==> src/design/qxmm_pkg.sv <==
// Shared constants, types and arithmetic helpers for the quad X-frame motor mixer.
`timescale 1ns / 1ps

package qxmm_pkg;

  // Field and datapath widths.
  localparam int unsigned ThrW    = 10;
  localparam int unsigned CmdW    = 11;
  localparam int unsigned PulseW  = 16;
  localparam int unsigned PosW    = 15;
  localparam int unsigned ProdW   = 31;
  localparam int unsigned RecipW  = 32;
  localparam int unsigned WideW   = 63;
  localparam int unsigned MotorN  = 4;
  localparam int unsigned InDataW = 56;
  localparam int unsigned OutDataW = 64;

  // Motor order inside the result item.
  localparam int unsigned MotorFl = 0;
  localparam int unsigned MotorFr = 1;
  localparam int unsigned MotorRr = 2;
  localparam int unsigned MotorRl = 3;

  // Command limits in tenths of a percent.
  localparam logic [ThrW-1:0]        ThrMax = 10'd1000;
  localparam logic signed [CmdW-1:0] CmdMax = 11'sd1000;
  localparam logic signed [CmdW-1:0] CmdMin = -11'sd1000;

  // Drive full scale in hundredths of a percent.
  localparam logic signed [15:0] FullScale = 16'sd10000;
  localparam logic signed [14:0] AdjMax    = 15'sd10000;
  localparam logic [PosW-1:0]    PosMax    = 15'd20000;

  // Division by 20000 as a multiply by ceil(2^46 / 20000) and a right shift by 46.
  // Exact for every product up to 65535 * 20000.
  localparam logic [RecipW-1:0] RecipK     = 32'd3518437209;
  localparam int unsigned       RecipShift = 46;

  // Configuration register indexes.
  localparam logic CfgPulseMin = 1'b0;
  localparam logic CfgPulseMax = 1'b1;

  // Reset values of the configuration registers.
  localparam logic [PulseW-1:0] PulseMinReset = 16'd1000;
  localparam logic [PulseW-1:0] PulseMaxReset = 16'd2000;

  // Stage load strobes handed to each motor lane.
  typedef struct packed {
    logic load_prod;
    logic load_quot;
    logic load_out;
  } lane_ctrl_t;

  // Saturate a signed command to plus or minus 1000.
  function automatic logic signed [CmdW-1:0] sat_cmd(input logic signed [CmdW-1:0] v);
    if (v > CmdMax) begin
      sat_cmd = CmdMax;
    end else if (v < CmdMin) begin
      sat_cmd = CmdMin;
    end else begin
      sat_cmd = v;
    end
  endfunction

  // Scale a saturated command by five (tenths to hundredths of the bipolar span).
  function automatic logic signed [13:0] times5(input logic signed [CmdW-1:0] v);
    logic signed [13:0] e;
    e = 14'(v);
    times5 = (e <<< 2) + e;
  endfunction

  // Sum the terms of one motor, clamp to full scale and shift to 0..20000.
  function automatic logic [PosW-1:0] motor_pos(input logic signed [15:0] term,
                                                input logic signed [13:0] a,
                                                input logic signed [13:0] b,
                                                input logic signed [13:0] c);
    logic signed [15:0] m;
    logic signed [15:0] mc;
    m = term + 16'(a) + 16'(b) + 16'(c);
    if (m > FullScale) begin
      mc = FullScale;
    end else if (m < -FullScale) begin
      mc = -FullScale;
    end else begin
      mc = m;
    end
    motor_pos = PosW'(mc + FullScale);
  endfunction

endpackage

==> src/design/qxmm_motor_lane.sv <==
// One motor lane: scales the drive position by the pulse range and adds the minimum pulse.
`timescale 1ns / 1ps

module qxmm_motor_lane (
  input  logic                          clk,
  input  qxmm_pkg::lane_ctrl_t          ctrl,
  input  logic [qxmm_pkg::PosW-1:0]     pos,
  input  logic [qxmm_pkg::PulseW-1:0]   pulse_range,
  input  logic [qxmm_pkg::PulseW-1:0]   pulse_min,
  output logic [qxmm_pkg::PulseW-1:0]   pulse
);

  logic [qxmm_pkg::ProdW-1:0]  prod_r;
  logic [qxmm_pkg::ProdW-1:0]  prod_nxt;
  logic [qxmm_pkg::WideW-1:0]  recip_prod;
  logic [qxmm_pkg::PulseW-1:0] quot_r;
  logic [qxmm_pkg::PulseW-1:0] quot_nxt;
  logic [qxmm_pkg::PulseW-1:0] pulse_r;
  logic [qxmm_pkg::PulseW-1:0] pulse_nxt;

  // Range times position, at most 65535 * 20000.
  assign prod_nxt = qxmm_pkg::ProdW'(pulse_range) * qxmm_pkg::ProdW'(pos);

  // Floor of the product over 20000 by reciprocal multiply.
  assign recip_prod = qxmm_pkg::WideW'(prod_r) * qxmm_pkg::WideW'(qxmm_pkg::RecipK);
  assign quot_nxt   = recip_prod[qxmm_pkg::RecipShift +: qxmm_pkg::PulseW];

  // Offset by the minimum pulse, wrapping at 16 bits.
  assign pulse_nxt = quot_r + pulse_min;

  // Payload registers, loaded as the item moves down the pipeline.
  always_ff @(posedge clk) begin
    if (ctrl.load_prod) begin
      prod_r <= prod_nxt;
    end
    if (ctrl.load_quot) begin
      quot_r <= quot_nxt;
    end
    if (ctrl.load_out) begin
      pulse_r <= pulse_nxt;
    end
  end

  assign pulse = pulse_r;

endmodule

==> config.mk <==
export PLATFORM = sky130hd
export DESIGN_NAME = qxmm_motor_lane
export DESIGN_NICKNAME = d
export VERILOG_FILES = /design/src/design/qxmm_pkg.sv /design/src/design/qxmm_motor_lane.sv
export SDC_FILE = /design/constraint.sdc
export NUM_CORES = 2
export LEC_CHECK = 0
export ABC_CLOCK_PERIOD_IN_PS = 6400
export BUFFER_PORTS_ARGS = -buffer_cell sky130_fd_sc_hd__buf_2
export CORE_UTILIZATION = 40
export DETAILED_ROUTE_END_ITERATION = 12
export PLACE_DENSITY = 0.53
export SYNTH_ARGS = -nofsm -noshare
export SYNTH_HDL_FRONTEND = slang
export SYNTH_SLANG_ARGS = --single-unit
==> constraint.sdc <==
create_clock -name clk -period 6.4 [get_ports clk]
set_clock_uncertainty 0.1 [all_clocks]
set_input_delay 0.64 -clock clk [delete_from_list [all_inputs] [get_ports clk]]
set_output_delay 0.64 -clock clk [all_outputs]
set_load 0.01 [all_outputs]
==> results.json <==
{
  "vias_per_cell": 4.783,
  "layout-drive-gt1-share_pct": 20.46,
  "worstPathCellList": "inv_2, fa_2, inv_2, fa_1, ha_4, inv_2, fa_2, inv_2, fa_2, fa_2, fa_1, inv_2, fa_1, inv_2, ha_4, nand4_1, nor4_4, o2111ai_2, o22ai_4, o21ai_2, nand2_4, a21bo_4, a21oi_4, xnor2_1",
  "finalCritPeriodShare_pct": 108.4,
  "chipWidth_um": 261.4,
  "yosys.cell_types.count": 70,
  "clk_latency_ns": 0.37,
  "arrival_ns": 6.94,
  "r2r_cells": 24,
  "die-area_mm2": 0.06832,
  "period_minus_slack_ns": 6.935,
  "r2r-start": "prod_r[18]$_DFFE_PP_",
  "netlist_instances": 2649,
  "grt_antenna_before_repair": 0,
  "hold_start": "quot_r[0]$_DFFE_PP_",
  "cpMostUsedCell": "inv_2",
  "routabilityCongestion": 0.9337,
  "synth_area_per_cell_um2": 10.16,
  "holdCritPathClass": "reg2reg",
  "grtUsageTotal_pct": 23.16,
  "dpl.cell_count": 3869,
  "clkSinkCount": 63,
  "critPathSlowestCell": "fa_2",
  "rows": 94,
  "clock_path_buffers": 2,
  "synthArstFlopShare_pct": 0,
  "drcViolationCount": 4,
  "synth_ff_type": "edfxtp_1",
  "worst_slack_ns": -0.5349,
  "drtIter0Drc": 867,
  "htreeDepth": 3,
  "drv_slew": 0,
  "setup_viol": 16,
  "register_area_mm2": 0.001892,
  "crit_path_max_fanout": 5,
  "tightestPinTransition_ns": 1.003,
  "max-cap-violations": 0,
  "yosysWarnings": 0,
  "start_util_pct": 40.64,
  "port_buffers": 66,
  "wl_per_cell_um": 19.09,
  "grt_first_pass_wirelength_mm": 119.1,
  "multi_input_area_mm2": 0.02268,
  "synth_edf_count": 63,
  "vias": 18810,
  "grt_setup_unrepaired": "true",
  "ant_nets": 0,
  "antenna_cells": 0,
  "grt_max_degree": 32,
  "r2r-end": "quot_r[11]$_DFFE_PP_",
  "path_class": "reg2reg",
  "synth_seq_cells": 63,
  "area_growth_syn_to_layout_pct": 19.43,
  "die_h_um": 261.4,
  "coreArea_mm2": 0.06622,
  "relSlewSlack_pct": 32.28,
  "wirelength_mm": 75.07,
  "nets": 4177,
  "reg2reg_slack_ns": -0.53,
  "num_io_pins": 67,
  "clock.fmax_mhz": 144.2,
  "status": "finished, violations left",
  "hold_viol": 0,
  "crit_path_end_kind": "flip-flop",
  "worst_setup_path_start_kind": "flip-flop",
  "violations": "design-rule violations, negative setup slack",
  "tritoncts": "built",
  "hold_depth": 1,
  "syn_area_mm2": 0.02691,
  "holdPathEnd": "pulse[0]$_DFFE_PP_",
  "root_buffer": "clkbuf_16",
  "slowest_delay_ns": 0.59,
  "syn-num-nets": 3762,
  "overflow": 0,
  "n_fill_cell": 6244,
  "seq_area_frac_synth_pct": 7.029,
  "grt_pass1_vias": 21220,
  "finalNonFillerCells": 3933,
  "drt_first_pass_iters": 9,
  "cts_inserted_buffers": 9,
  "post-dp-hpwl_mm": 69.08,
  "clk_pin_slew_worst_paths_ns": 0.05,
  "crit_required_ns": 6.41
}
## cell usage in the layout, fill, tap and decap left out, types with 5 or more instances in the layout
master,count
nand2b_1,7
nor2b_1,8
a211oi_1,6
nand3_1,20
a21oi_1,47
xor2_1,16
nor3_1,12
ha_4,32
nand4_1,11
xnor2_1,37
nand2_1,179
clkbuf_16,9
ha_1,423
buf_4,355
a21oi_2,17
inv_2,29
fa_2,34
o211ai_1,6
o21ai_1,11
and2_1,110
o21ai_2,6
buf_6,14
o21ai_0,28
and3_1,6
or3_1,5
fa_1,569
buf_2,66
nor2_1,35
inv_1,763
edfxtp_1,63
a21o_1,35
nand3b_1,6
## cells by family after synthesis
family          share of synthesized area (%)
fa+ha+maj                               66.19
buf+inv                                 11.55
simple gates                            8.089
compound gates                          5.384
flops                                   7.029
xor+xnor                                1.757
## cell usage after synthesis (6+ instances only)
master | count | area (um^2)
a21oi_1 | 58 | 290.3
nand4_1 | 11 | 68.82
edfxtp_1 | 63 | 1892
and3_1 | 6 | 37.54
a21oi_2 | 9 | 78.83
nor2_1 | 41 | 153.9
xor2_1 | 16 | 140.1
nand3_1 | 21 | 105.1
nand2b_1 | 7 | 43.79
and2_1 | 110 | 688.2
fa_1 | 603 | 12070
o21ai_0 | 37 | 185.2
xnor2_1 | 38 | 332.8
clkbuf_1 | 34 | 127.6
inv_1 | 794 | 2980
nand3b_1 | 6 | 45.04
ha_1 | 459 | 5743
nor3_1 | 13 | 65.06
nor2b_1 | 8 | 50.05
o211ai_1 | 6 | 45.04
a21o_1 | 35 | 262.8
a211oi_1 | 7 | 52.55
nand2_1 | 180 | 675.7
o21ai_1 | 7 | 35.03
## metrics by stage
stage	cell area [um^2]	setup WS (ns)	util (%)	hold slack (ns)	TNS (ns)
after CTS	31890	-0.4997	48.17	0.4556	-6.558
after global placement	30820	-0.9673	46.55	0.4181	-13.23
after floorplan	27100	-0.08238	-	0.4128	-0.3200
final	32140	-0.5349	48.54	0.4467	-7.403
after detailed placement	30820	-0.9855	46.55	0.4424	-13.54
after global routing	32140	-0.7062	48.54	0.4693	-9.951
## registers in the layout (all words and copies together), names as in the netlist
signal and cells:
quot_r 16, pulse 16, prod_r 31
## final cells by class
type / count / area share (%)
inverter: 794 / 9.292
tap: 864 / 3.363
sequential: 63 / 5.886
timing repair buffer: 438 / 9.996
clock buffer: 9 / 0.7007
clock inverter: 7 / 0.1985
multi-input combinational: 1758 / 70.56
## how the worst max path moves through the flow
stage | from | to
floorplan | prod_r[14]$_DFFE_PP_ | quot_r[9]$_DFFE_PP_
detailed placement | prod_r[13]$_DFFE_PP_ | quot_r[11]$_DFFE_PP_
finish | prod_r[18]$_DFFE_PP_ | quot_r[11]$_DFFE_PP_
global route | prod_r[14]$_DFFE_PP_ | quot_r[4]$_DFFE_PP_
global placement | prod_r[13]$_DFFE_PP_ | quot_r[11]$_DFFE_PP_
CTS | prod_r[12]$_DFFE_PP_ | quot_r[9]$_DFFE_PP_
## worst max-delay path: cells and delay by family (launching register included)
| kind | cells | cell delay [ns] |
|---|---|---|
| fa+ha+maj | 9 | 4.24 |
| compound gates | 5 | 0.74 |
| simple gates | 3 | 0.65 |
| flops | 1 | 0.50 |
| buf+inv | 6 | 0.31 |
| xor+xnor | 1 | 0.12 |
## layer usage
layer / wire [um] / GRT usage [%]
met5: 0 / 0
met4: 1018 / 4.054
met3: 2176 / 1.762
met2: 36600 / 40.23
met1: 35280 / 31.94
## what timing repair did
item | in CTS | in global routing
hold buffers | 0 | 0
endpoints found under the hold margin | 0 | 0
setup endpoints to repair | 16 | 16
cloned | 0 | 0
resized for setup | 108 | 42
setup buffers | 36 | 13
pin swaps | 87 | 42
Power is left out: the tool's default activity adds up to more than one toggle a clock period on the data nets, which glitch-free logic cannot reach.
